$ cat src/sv/gbc_pkg.sv
// Package for the GPIO bank controller: transfer payload types, pin-state
// entry type, action codes and pin constants. No dependencies.
`timescale 1ns / 1ps
`default_nettype none

package gbc_pkg;

    localparam int unsigned PIN_COUNT = 73;
    localparam int unsigned PIN_W     = 7;
    localparam int unsigned MEM_AW    = $clog2(PIN_COUNT);

    localparam logic [2:0] ACT_RD_LEVEL = 3'd0;
    localparam logic [2:0] ACT_RD_DIR   = 3'd1;
    localparam logic [2:0] ACT_RD_MODE  = 3'd2;
    localparam logic [2:0] ACT_SET_DIR  = 3'd3;
    localparam logic [2:0] ACT_SET_LVL  = 3'd4;

    localparam logic [3:0] MODE_OUTPUT  = 4'd8;

    typedef struct packed {
        logic [2:0]       action;
        logic [PIN_W-1:0] pin;
        logic             value;
        logic             pad_level;
    } t_gbc_in;

    typedef struct packed {
        logic       read_bit;
        logic [3:0] pin_mode;
        logic       accepted;
    } t_gbc_out;

    // one memory word per pin
    typedef struct packed {
        logic dir;
        logic latch;
    } t_gbc_entry;

    typedef struct packed {
        logic              en;
        logic [MEM_AW-1:0] addr;
        t_gbc_entry        data;
    } t_gbc_mem_wr;

endpackage

`default_nettype wire

$ cat src/sv/gbc_pin_mem.sv
// Pin-state memory: one direction/latch entry per pin, synchronous read with
// registered read data. Per-entry valid bits make unwritten entries read as zero.
`timescale 1ns / 1ps
`default_nettype none

module gbc_pin_mem (
    input  wire                        i_clk,
    input  wire                        i_rst_n,
    input  wire                        i_rd_en,
    input  wire [gbc_pkg::MEM_AW-1:0]  i_rd_addr,
    output gbc_pkg::t_gbc_entry        o_rd_data,
    input  gbc_pkg::t_gbc_mem_wr       i_wr
);
    import gbc_pkg::*;

    t_gbc_entry               r_mem [PIN_COUNT];
    logic [PIN_COUNT-1:0]     r_vld;
    t_gbc_entry               r_rd_data;
    logic                     r_rd_vld;

    always_ff @(posedge i_clk) begin
        if (i_wr.en) begin
            r_mem[i_wr.addr] <= i_wr.data;
        end
        if (i_rd_en) begin
            r_rd_data <= r_mem[i_rd_addr];
        end
    end

    always_ff @(posedge i_clk) begin
        if (!i_rst_n) begin
            r_vld    <= '0;
            r_rd_vld <= 1'b0;
        end else begin
            if (i_wr.en) begin
                r_vld[i_wr.addr] <= 1'b1;
            end
            if (i_rd_en) begin
                r_rd_vld <= r_vld[i_rd_addr];
            end
        end
    end

    assign o_rd_data = r_rd_vld ? r_rd_data : t_gbc_entry'('0);

endmodule

`default_nettype wire

$ cat src/sv/gbc_mode_dec.sv
// Pin mux mode decoder: picks the pin group's field from the mode word and
// applies the GPIO-select rule. Uses gbc_pkg.
`timescale 1ns / 1ps
`default_nettype none

module gbc_mode_dec (
    input  wire [gbc_pkg::PIN_W-1:0] i_pin,
    input  wire [31:0]               i_mux_word,
    input  wire                      i_dir,
    output logic [3:0]               o_mode
);
    import gbc_pkg::*;

    logic [2:0] m;
    logic       gpio;

    always_comb begin
        m    = 3'd0;
        gpio = 1'b0;
        priority if (i_pin == 7'd0) begin
            gpio = 1'b1;
        end else if (i_pin <= 7'd2) begin
            m    = {2'b0, i_mux_word[0]};
            gpio = (m == 3'd1);
        end else if ((i_pin <= 7'd6) || (i_pin >= 7'd37 && i_pin <= 7'd39)) begin
            m    = {1'b0, i_mux_word[12:11]};
            gpio = m[0] || (i_pin == 7'd38) || (i_pin == 7'd39)
                   || (i_pin == 7'd37 && m == 3'd3);
        end else if (i_pin <= 7'd14) begin
            m    = i_mux_word[4:2];
            gpio = (m == 3'd7) || (i_pin <= 7'd10 && m == 3'd4)
                   || (i_pin >= 7'd11 && m >= 3'd5);
        end else if (i_pin <= 7'd16) begin
            m    = {2'b0, i_mux_word[5]};
            gpio = (m == 3'd1);
        end else if (i_pin == 7'd17) begin
            m    = {1'b0, i_mux_word[22:21]};
            gpio = (m == 3'd2);
        end else if (i_pin <= 7'd21) begin
            m    = {2'b0, i_mux_word[20]};
            gpio = (m == 3'd1);
        end else if (i_pin <= 7'd23) begin
            m    = {1'b0, i_mux_word[8:7]};
            gpio = (m == 3'd2);
        end else if (i_pin <= 7'd35) begin
            m    = {2'b0, i_mux_word[9]};
            gpio = (m == 3'd1);
        end else if (i_pin == 7'd36) begin
            m    = {1'b0, i_mux_word[16:15]};
            gpio = (m == 3'd2);
        end else if (i_pin <= 7'd44) begin
            m    = {2'b0, i_mux_word[15]};
            gpio = (m == 3'd1);
        end else if (i_pin <= 7'd59) begin
            m    = {1'b0, i_mux_word[16:15]};
            gpio = (m == 3'd2);
        end else if (i_pin <= 7'd71) begin
            m    = {2'b0, i_mux_word[10]};
            gpio = (m == 3'd1);
        end else begin
            m    = {2'b0, i_mux_word[13]};
            gpio = (m == 3'd1);
        end
    end

    assign o_mode = (gpio && i_dir) ? MODE_OUTPUT : {1'b0, m};

endmodule

`default_nettype wire

$ cat src/sv/gpio_bank_controller_with_pinmux_unit.sv
// GPIO bank controller top level: input/output transfer control, mode word
// register, result logic. Uses gbc_pkg, gbc_pin_mem and gbc_mode_dec.
//
// Controller for 73 GPIO pins (banks of 24, 16, 32 and 1) holding a direction
// bit and output latch per pin, plus pin-mux mode readback from a 32-bit mode
// word. Each transfer in yields exactly one transfer out. For each item, the
// pin's entry is read from the pin-state memory in the accept cycle, then the
// result is formed and any update written back once the output register is
// free; a new item is taken only once that write-back is done. The result
// sits in an output register, so the next item can be taken while it waits.
// Pin numbers of 73 and above are refused (accepted = 0). Write the mode word
// only while no item is in flight.
`timescale 1ns / 1ps
`default_nettype none

module gpio_bank_controller_with_pinmux_unit (
    input  wire                i_clk,
    input  wire                i_rst_n,
    input  wire                i_cfg_we,
    input  wire [31:0]         i_cfg_wdata,
    input  wire                i_in_valid,
    output logic               o_in_stall,
    input  gbc_pkg::t_gbc_in   i_in_item,
    output logic               o_out_valid,
    input  wire                i_out_stall,
    output gbc_pkg::t_gbc_out  o_out_item
);
    import gbc_pkg::*;

    logic [31:0]  r_mux_word;
    logic         r_s1_valid;
    logic         n_s1_valid;
    t_gbc_in      r_s1_item;
    logic         r_out_valid;
    logic         n_out_valid;
    t_gbc_out     r_out_item;
    t_gbc_out     n_out_item;

    logic         in_xfer;
    logic         out_free;
    logic         s1_done;
    logic         in_pin_ok;
    logic         s1_pin_ok;
    t_gbc_entry   rd_entry;
    t_gbc_mem_wr  mem_wr;
    logic [3:0]   dec_mode;
    logic [MEM_AW-1:0] s1_addr;

    assign in_xfer   = i_in_valid && !o_in_stall;
    assign in_pin_ok = (i_in_item.pin < PIN_W'(PIN_COUNT));
    assign s1_pin_ok = (r_s1_item.pin < PIN_W'(PIN_COUNT));
    assign out_free  = !r_out_valid || !i_out_stall;
    assign s1_done   = r_s1_valid && out_free;
    assign s1_addr   = MEM_AW'(r_s1_item.pin);

    // one item in flight: stall covers the read-to-write-back window
    assign o_in_stall = r_s1_valid;

    gbc_pin_mem u_mem (
        .i_clk     (i_clk),
        .i_rst_n   (i_rst_n),
        .i_rd_en   (in_xfer && in_pin_ok),
        .i_rd_addr (MEM_AW'(i_in_item.pin)),
        .o_rd_data (rd_entry),
        .i_wr      (mem_wr)
    );

    gbc_mode_dec u_dec (
        .i_pin      (r_s1_item.pin),
        .i_mux_word (r_mux_word),
        .i_dir      (rd_entry.dir),
        .o_mode     (dec_mode)
    );

    always_comb begin
        mem_wr      = '0;
        mem_wr.addr = s1_addr;
        mem_wr.data = rd_entry;
        n_out_item  = '0;
        if (r_s1_item.action <= ACT_SET_LVL && s1_pin_ok) begin
            n_out_item.accepted = 1'b1;
            unique case (r_s1_item.action)
                ACT_RD_LEVEL: n_out_item.read_bit = rd_entry.dir ? rd_entry.latch
                                                                 : r_s1_item.pad_level;
                ACT_RD_DIR:   n_out_item.read_bit = rd_entry.dir;
                ACT_RD_MODE:  n_out_item.pin_mode = dec_mode;
                ACT_SET_DIR: begin
                    mem_wr.en       = s1_done;
                    mem_wr.data.dir = r_s1_item.value;
                end
                default: begin
                    mem_wr.en         = s1_done;
                    mem_wr.data.latch = r_s1_item.value;
                end
            endcase
        end
    end

    always_comb begin
        n_s1_valid  = r_s1_valid;
        n_out_valid = r_out_valid;
        if (!i_out_stall) begin
            n_out_valid = 1'b0;
        end
        if (s1_done) begin
            n_s1_valid  = 1'b0;
            n_out_valid = 1'b1;
        end
        if (in_xfer) begin
            n_s1_valid = 1'b1;
        end
    end

    always_ff @(posedge i_clk) begin
        if (!i_rst_n) begin
            r_mux_word  <= '0;
            r_s1_valid  <= 1'b0;
            r_out_valid <= 1'b0;
        end else begin
            if (i_cfg_we) begin
                r_mux_word <= i_cfg_wdata;
            end
            r_s1_valid  <= n_s1_valid;
            r_out_valid <= n_out_valid;
        end
    end

    always_ff @(posedge i_clk) begin
        if (in_xfer) begin
            r_s1_item <= i_in_item;
        end
        if (s1_done) begin
            r_out_item <= n_out_item;
        end
    end

    assign o_out_valid = r_out_valid;
    assign o_out_item  = r_out_item;

    a_accept_loads_s1 : assert property (@(posedge i_clk) disable iff (!i_rst_n)
        in_xfer |=> r_s1_valid)
        else $error("accepted item not held in stage");

    a_s1_drains : assert property (@(posedge i_clk) disable iff (!i_rst_n)
        s1_done |=> o_out_valid && !r_s1_valid)
        else $error("finished item did not reach output register");

    a_refused_quiet : assert property (@(posedge i_clk) disable iff (!i_rst_n)
        (o_out_valid && !o_out_item.accepted) |->
            (o_out_item.read_bit == 1'b0 && o_out_item.pin_mode == 4'd0))
        else $error("refused item returned data");

    a_write_in_range : assert property (@(posedge i_clk) disable iff (!i_rst_n)
        mem_wr.en |-> (r_s1_item.pin < PIN_W'(PIN_COUNT) && !in_xfer))
        else $error("write-back to bad pin or overlapping accept");

endmodule

`default_nettype wire
$ cat config.mk
export PLATFORM = sky130hd
export DESIGN_NAME = gpio_bank_controller_with_pinmux_unit
export DESIGN_NICKNAME = d
export VERILOG_FILES = /design/src/sv/gbc_pkg.sv /design/src/sv/gbc_pin_mem.sv /design/src/sv/gbc_mode_dec.sv /design/src/sv/gpio_bank_controller_with_pinmux_unit.sv
export SDC_FILE = /design/constraint.sdc
export NUM_CORES = 1
export LEC_CHECK = 0
export BUFFER_PORTS_ARGS = -buffer_cell sky130_fd_sc_hd__buf_4
export CAP_MARGIN = 20
export CORE_MARGIN = 5
export CORE_UTILIZATION = 50
export CTS_CLUSTER_SIZE = 14
export DETAILED_ROUTE_END_ITERATION = 12
export HOLD_SLACK_MARGIN = 0.03
export PLACE_DENSITY = 0.67
export SLEW_MARGIN = 25
export SYNTH_ARGS = -nofsm -noshare
export SYNTH_HDL_FRONTEND = slang
export SYNTH_SLANG_ARGS = --single-unit
$ cat constraint.sdc
create_clock -name i_clk -period 5.6 [get_ports i_clk]
set_input_delay 0.28 -clock i_clk [delete_from_list [all_inputs] [get_ports i_clk]]
set_output_delay 0.28 -clock i_clk [all_outputs]
set_load 0.05 [all_outputs]
======== Word level (Yosys, flattened, before mapping) ========
Memories as Yosys holds them, arrays and structs flattened. A register that Yosys moved wholly into a read port is not among the register bits.
Index checks and enable logic that the tools add are counted.
operators by class
  add/sub/neg operators ................... 0
  multipliers ............................. 0
  divide/modulo/power cells ............... 0
  magnitude comparators ................... 21
  eq/ne operators ......................... 15
  shifts and indexed selects .............. 0
  multiplexer cells ....................... 46
  bitwise gates (word level) .............. 3
  reduce and logical (&&, ||, !) cells .... 29
operators with widths
  kind                                                                                 count
  73-bit OR                                                                            1
  3-bit 2-to-1 mux                                                                     11
  7-bit by 6-bit == test with 1-bit output, second input constant                      4
  7-bit by 6-bit less-or-equal comparator with 1-bit output, second input constant     4
  1-bit 2-to-1 mux                                                                     28
  7-bit by 5-bit less-or-equal comparator with 1-bit output, second input constant     3
  7-bit by 8-bit < comparator with 1-bit output, second input constant                 2
  7-bit by 4-bit less-or-equal comparator with 1-bit output, second input constant     2
  7-bit < comparator, second input constant                                            2
  1-bit logical AND                                                                    10
  2-bit == test, second input constant                                                 4
  4-bit OR reduction                                                                   2
  1-bit binary-select mux with 7-bit select                                            1
  1-bit demux with 7-bit select                                                        1
  7-bit by 5-bit == test with 1-bit output, second input constant                      1
  7-bit by 1-bit greater-or-equal comparator with 1-bit output, second input constant  1
  7-bit by 4-bit greater-or-equal comparator with 1-bit output, second input constant  1
  7-bit by 6-bit greater-or-equal comparator with 1-bit output, second input constant  1
  7-bit by 2-bit less-or-equal comparator with 1-bit output, second input constant     1
  7-bit by 3-bit less-or-equal comparator with 1-bit output, second input constant     1
  7-bit less-or-equal comparator, second input constant                                1
  7-bit logical NOT                                                                    1
  1-bit logical OR                                                                     7
  3-bit by 2-bit == test with 1-bit output, second input constant                      2
  other kinds (16)                                                                     22
word-level totals
  flip-flop bits (word level) ............. 117
  bits in latches ......................... 0
  memory bits (writable) .................. 146
  ROM bits ................................ 0
  bits of input ports ..................... 49
  output and inout port bits .............. 8
  word-level logic and storage cells ...... 130
  memories kept ........................... 1
memory list
  name         words  width  read ports  clocked after Yosys merged registers in  wr ports  line               source
  u_mem.r_mem  73     2      1           1                                        1         gbc_pin_mem.sv:16  t_gbc_entry r_mem [PIN_COUNT];

======== Longest topological paths before layout ========
  depth in word-level cells ............... 16
  depth in mapped cells ................... 9
  depth with buffers taken out ............ 6

======== Modules after synthesis ========
A second synthesis with hierarchy kept.
unflattened totals
  cells, all modules ...................... 850
  area, all modules ....................... 11,614.9 µm²
by module, submodules not included
  module                                 instances  cells an instance  area each (µm²)
  gbc_pin_mem                            1          570                8,814.7
  gpio_bank_controller_with_pinmux_unit  1          154                2,003.2
  gbc_mode_dec                           1          126                797.0

======== Worst setup path before layout ========
No wires, ideal clock.
  path type ............................... register -> register
  from .................................... register r_s1_item (netlist bit s1_addr[0])
  to ...................................... memory u_mem.r_mem[0][1] in the netlist's numbering, data pin
  arrival time ............................ 3,472 ps
  required time ........................... 4,987 ps
  path slack .............................. 1,514 ps
  stages on the path, launching flop included .. 7
  buffers on the path ..................... 2
  clock period less this slack ............ 4,086 ps
  path through ............................ edfxtp_1 > buf_2 > clkbuf_1 > o31ai_1 > a21oi_1 > nor3_1 > mux2i_1
RTL lines
  element                   line                                          source
  start: declaration        gpio_bank_controller_with_pinmux_unit.sv:33   t_gbc_in r_s1_item;
  start signal: assignment  gpio_bank_controller_with_pinmux_unit.sv:130  r_s1_item <= i_in_item;
  end: declaration          gbc_pin_mem.sv:16

======== Final worst setup path ========
  from .................................... register r_s1_item (netlist bit s1_addr[2])
  to ...................................... register r_out_item (netlist bit o_out_item[2]), data pin
between the ends
  word-level cells in the longest chain between the ends .. 16
  elaborated cells on any way between the ends .. 58
  those cells by class .................... order compare: 15; eq/ne: 5; mux: 23; bitwise: 1; reduce/logical: 14
RTL lines
  element                         line                                          source
  7-bit less-or-equal comparator  gbc_mode_dec.sv:57                            end else if (i_pin <= 7'd71) begin
  1-bit 2-to-1 mux                gbc_mode_dec.sv:57
  1-bit 2-to-1 mux                gbc_mode_dec.sv:54                            end else if (i_pin <= 7'd59) begin
  1-bit 2-to-1 mux                gbc_mode_dec.sv:51                            end else if (i_pin <= 7'd44) begin
  1-bit 2-to-1 mux                gbc_mode_dec.sv:48                            end else if (i_pin == 7'd36) begin
  1-bit 2-to-1 mux                gbc_mode_dec.sv:45                            end else if (i_pin <= 7'd35) begin
  1-bit 2-to-1 mux                gbc_mode_dec.sv:42                            end else if (i_pin <= 7'd23) begin
  1-bit 2-to-1 mux                gbc_mode_dec.sv:39                            end else if (i_pin <= 7'd21) begin
  1-bit 2-to-1 mux                gbc_mode_dec.sv:36                            end else if (i_pin == 7'd17) begin
  1-bit 2-to-1 mux                gbc_mode_dec.sv:33                            end else if (i_pin <= 7'd16) begin
  1-bit 2-to-1 mux                gbc_mode_dec.sv:29                            end else if (i_pin <= 7'd14) begin
  1-bit 2-to-1 mux                gbc_mode_dec.sv:25                            end else if ((i_pin <= 7'd6) || (i_pin >= 7'd37 && i_pin <= 7'd39)) begin
  1-bit 2-to-1 mux                gbc_mode_dec.sv:22                            end else if (i_pin <= 7'd2) begin
  1-bit 2-to-1 mux                gbc_mode_dec.sv:20                            priority if (i_pin == 7'd0) begin
  1-bit logical AND               gbc_mode_dec.sv:66                            assign o_mode = (gpio && i_dir) ? MODE_OUTPUT : {1'b0, m};
  5-bit OR reduction (no line)    --
  end signal: assignment          gpio_bank_controller_with_pinmux_unit.sv:133  r_out_item <= n_out_item;
  end: declaration                gpio_bank_controller_with_pinmux_unit.sv:36   t_gbc_out r_out_item;
Parallel ways exist; a longest one is shown, timed or not.
A chain may end at the register's enable or synchronous reset.

==> summary.txt <==
Status -> completed
Die span in y -> 158 um
Clock Skews -> 0.01128 ns
Dpl cells -> 1,043
Syn Inst Count -> 769
Tot GR Track Use -> 19.58%
DIE AREA -> 0.02496 mm^2
Die Width -> 158 um
Slew @ Worst Pin -> 0.9564 ns
Internal power -> 0.003285 W
Switching share of power -> 21.43%
Initial Utilization -> 50.50%
First-pass GRT wire length -> 37,830 um
Initial DRC Count -> 768
Final wirelength -> 24,180 um
Final Hold Fails -> 0
Setup bufs post-CTS -> 0
Detail Placement HPWL -> 15,460 um
DR pass1 iterations -> 5
Post-synth top flop -> edfxtp_1
DRC -> 0
Fmax -> 317.3 MHz
Io pins -> 57
Worst hold start -> i_cfg_wdata[3]
Combinational cell fraction of total power -> 6.5%
H-Tree Depth -> 1
Final setup viols -> 0
Post-synth ARST share -> 0%
Largest net degree at the start of global routing -> 94
Number of routed nets with antenna violations -> 0
Worst-Skew Late Latency -> 0.52 ns
Synth Area per Inst -> 14.24 um^2
Clock buffer depth -> 3
Crit path from -> s1_addr[2]
Most frequent cells in the layout -> edfxtp_1 (166), dfxtp_1 (93), o21a_1 (74)
DR vias -> 6,834
Final Max Tran Viols -> 0
Reg-to-reg slack, setup -> 2.45 ns
Post-synth EDFFs -> 166
Seq/Total Area, Yosys -> 62.52%
Max_slew headroom -> 36.24%
Detail-routed net length per standard cell -> 21.68 um
DR vias/cell -> 6.129
Post-synth cell types -> 64
Final Cycle Share -> 56.29%
VDD IR max -> 0.1911 mV
Layout Cells excl Fill -> 1,115
Crit end category -> flop
Met1 GRT Util -> 27.03%
Post-Synthesis Cell Area -> 0.01095 mm^2
Filler cells -> 1,649
# nets final -> 864
Total gr overflow -> 0
WHS -> 0.04474 ns
Clock Power Share -> 43.8%
Critical Path Fanout Max -> 25
GR met3 Demand/Resource -> 3.362%
Antenna violations before repair -> 0
Rows -> 54
Total Power -> 0.004181 W
Net Sw Power -> 0.0008959 W
Worst EP required -> 5.96 ns
Unrepaired setup endpoints after global routing -> no
Vias in the first global route -> 6,747
Diode count -> 0
Area growth from synthesis to layout -> 14.85%
CTS tree -> yes
Total power density per cell area -> 332.4 mW/mm^2
Core area -> 0.02169 mm^2
HP Class -> input port to flop
Clock root cell -> clkbuf_16
Clk sinks -> 259
Routability Congestion -> 0.9041
Max cap viols -> 0
Yosys warns -> 0
Clk slew on worst S/H paths -> 0.06 ns
Setup TNS -> 0 ns
R2R Path Start -> s1_addr[2]
GR Util met2 -> 32.31%
Inserted Clock Buffers -> 27
CP arrival -> 3.51 ns
Commonest non-fill, non-tap cell in the layout -> edfxtp_1
Layout cells sized above 1 -> 18.20%
Post-layout min period -> 3.152 ns
Flops & latches, synth -> 259
Register share of total power -> 49.7%
Busiest grt layer -> met2
Post-synthesis net count -> 818
IO Port Bufs -> 41
Critical Path Source Type -> flop
Leak Pwr -> 4.332 nW
Crit Path Class -> flop to flop
==> synthesized netlist by cell type, types with 4 or more instances <==
master | instances | area [um^2]
edfxtp_1 | 166 | 4985
dfxtp_1 | 93 | 1862
o21a_1 | 74 | 555.5
nor2_1 | 66 | 247.7
mux4_2 | 52 | 1171
nand2_1 | 32 | 120.1
nor3_1 | 31 | 155.2
clkbuf_1 | 26 | 97.59
mux2i_1 | 26 | 260.3
nor2b_1 | 22 | 137.6
buf_2 | 16 | 80.08
a21oi_1 | 14 | 70.07
nand3_1 | 13 | 65.06
o21ai_0 | 12 | 60.06
inv_1 | 10 | 37.54
nand2b_1 | 9 | 56.30
mux4_1 | 8 | 210.2
o31ai_1 | 8 | 60.06
or3_1 | 8 | 50.05
nor4_1 | 6 | 37.54
and2_1 | 5 | 31.28
nor4b_1 | 5 | 43.79
a211o_1 | 4 | 35.03
==> logic make-up after synthesis <==
group / synth area share [%]
compound gates: 9.357
xor+xnor: 0.07999
buf+inv: 2.628
flops: 62.52
mux: 15.19
simple gates: 10.23
==> critical path: stages, from the launching register on <==
cell and delay (ns):
edfxtp_1 0.80, nand3b_1 0.77, nor4b_1 0.65, nor2_1 0.13, a221oi_2 0.31, o21ai_1 0.15, a21oi_1 0.20
==> through the flow <==
step	cell area [um^2]	util, %	setup WS (ns)
after detailed placement	11420	52.67	2.312
after floorplan	10950	-	1.514
after global routing	12580	58.00	2.159
after global placement	11420	52.67	2.340
final	12580	58.00	2.448
after CTS	12560	57.93	2.340
==> routing by layer <==
metal / vias to the layer above / part of all wire, %
met5: - / 0
met4: 0 / 2.6
met3: 45 / 8.9
met2: 292 / 49
met1: 3428 / 40
li1: 3069 / -
==> power by group through the flow <==
stage / logic, W / clock network, W / registers (W)
floorplan: 0.000174 / 0 / 0.00212
global placement: 0.000252 / 0 / 0.00212
detailed placement: 0.000259 / 0 / 0.00212
CTS: 0.000272 / 0.00186 / 0.00208
global route: 0.000293 / 0.00194 / 0.00208
finish: 0.000273 / 0.00183 / 0.00208
==> flip-flops by register name (all words and copies together) (netlist names) <==
name and flops:
u_mem.r_mem 146, u_mem.r_vld 73, r_mux_word 17, s1_addr 7, o_out_item 6, r_s1_item 5, u_mem.r_rd_data 2, o_in_stall 1
o_out_valid 1, u_mem.r_rd_vld 1
==> path summary, 6_finish.rpt <==
kind / to / cells past startpoint
worst min register to register: u_mem.r_vld[58] / 1
worst min-delay path: r_mux_word[3] / 3
worst max register to register: o_out_item[2] / 6
worst max-delay path: o_out_item[2] / 6
==> layout make-up <==
| class | count | area (um^2) | area share, % |
|---|---|---|---|
| Clock buffer | 35 | 745.7 | 5.929 |
| Clock inverter | 14 | 175.2 | 1.393 |
| Inverter | 10 | 37.54 | 0.2984 |
| Multi-Input combinational cell | 448 | 3842 | 30.55 |
| Sequential cell | 259 | 6847 | 54.43 |
| Tap cell | 280 | 350.3 | 2.785 |
| Timing Repair Buffer | 69 | 580.6 | 4.616 |
==> timing repair <==
| action | 4_1_cts | 5_1_grt |
|---|---|---|
| hold endpoints to repair | 22 | 0 |
| endpoints found under the setup margin | 0 | 0 |
| hold buffers | 22 | 0 |
| resized for setup | 0 | 0 |
(Power assumes the default switching activity.)
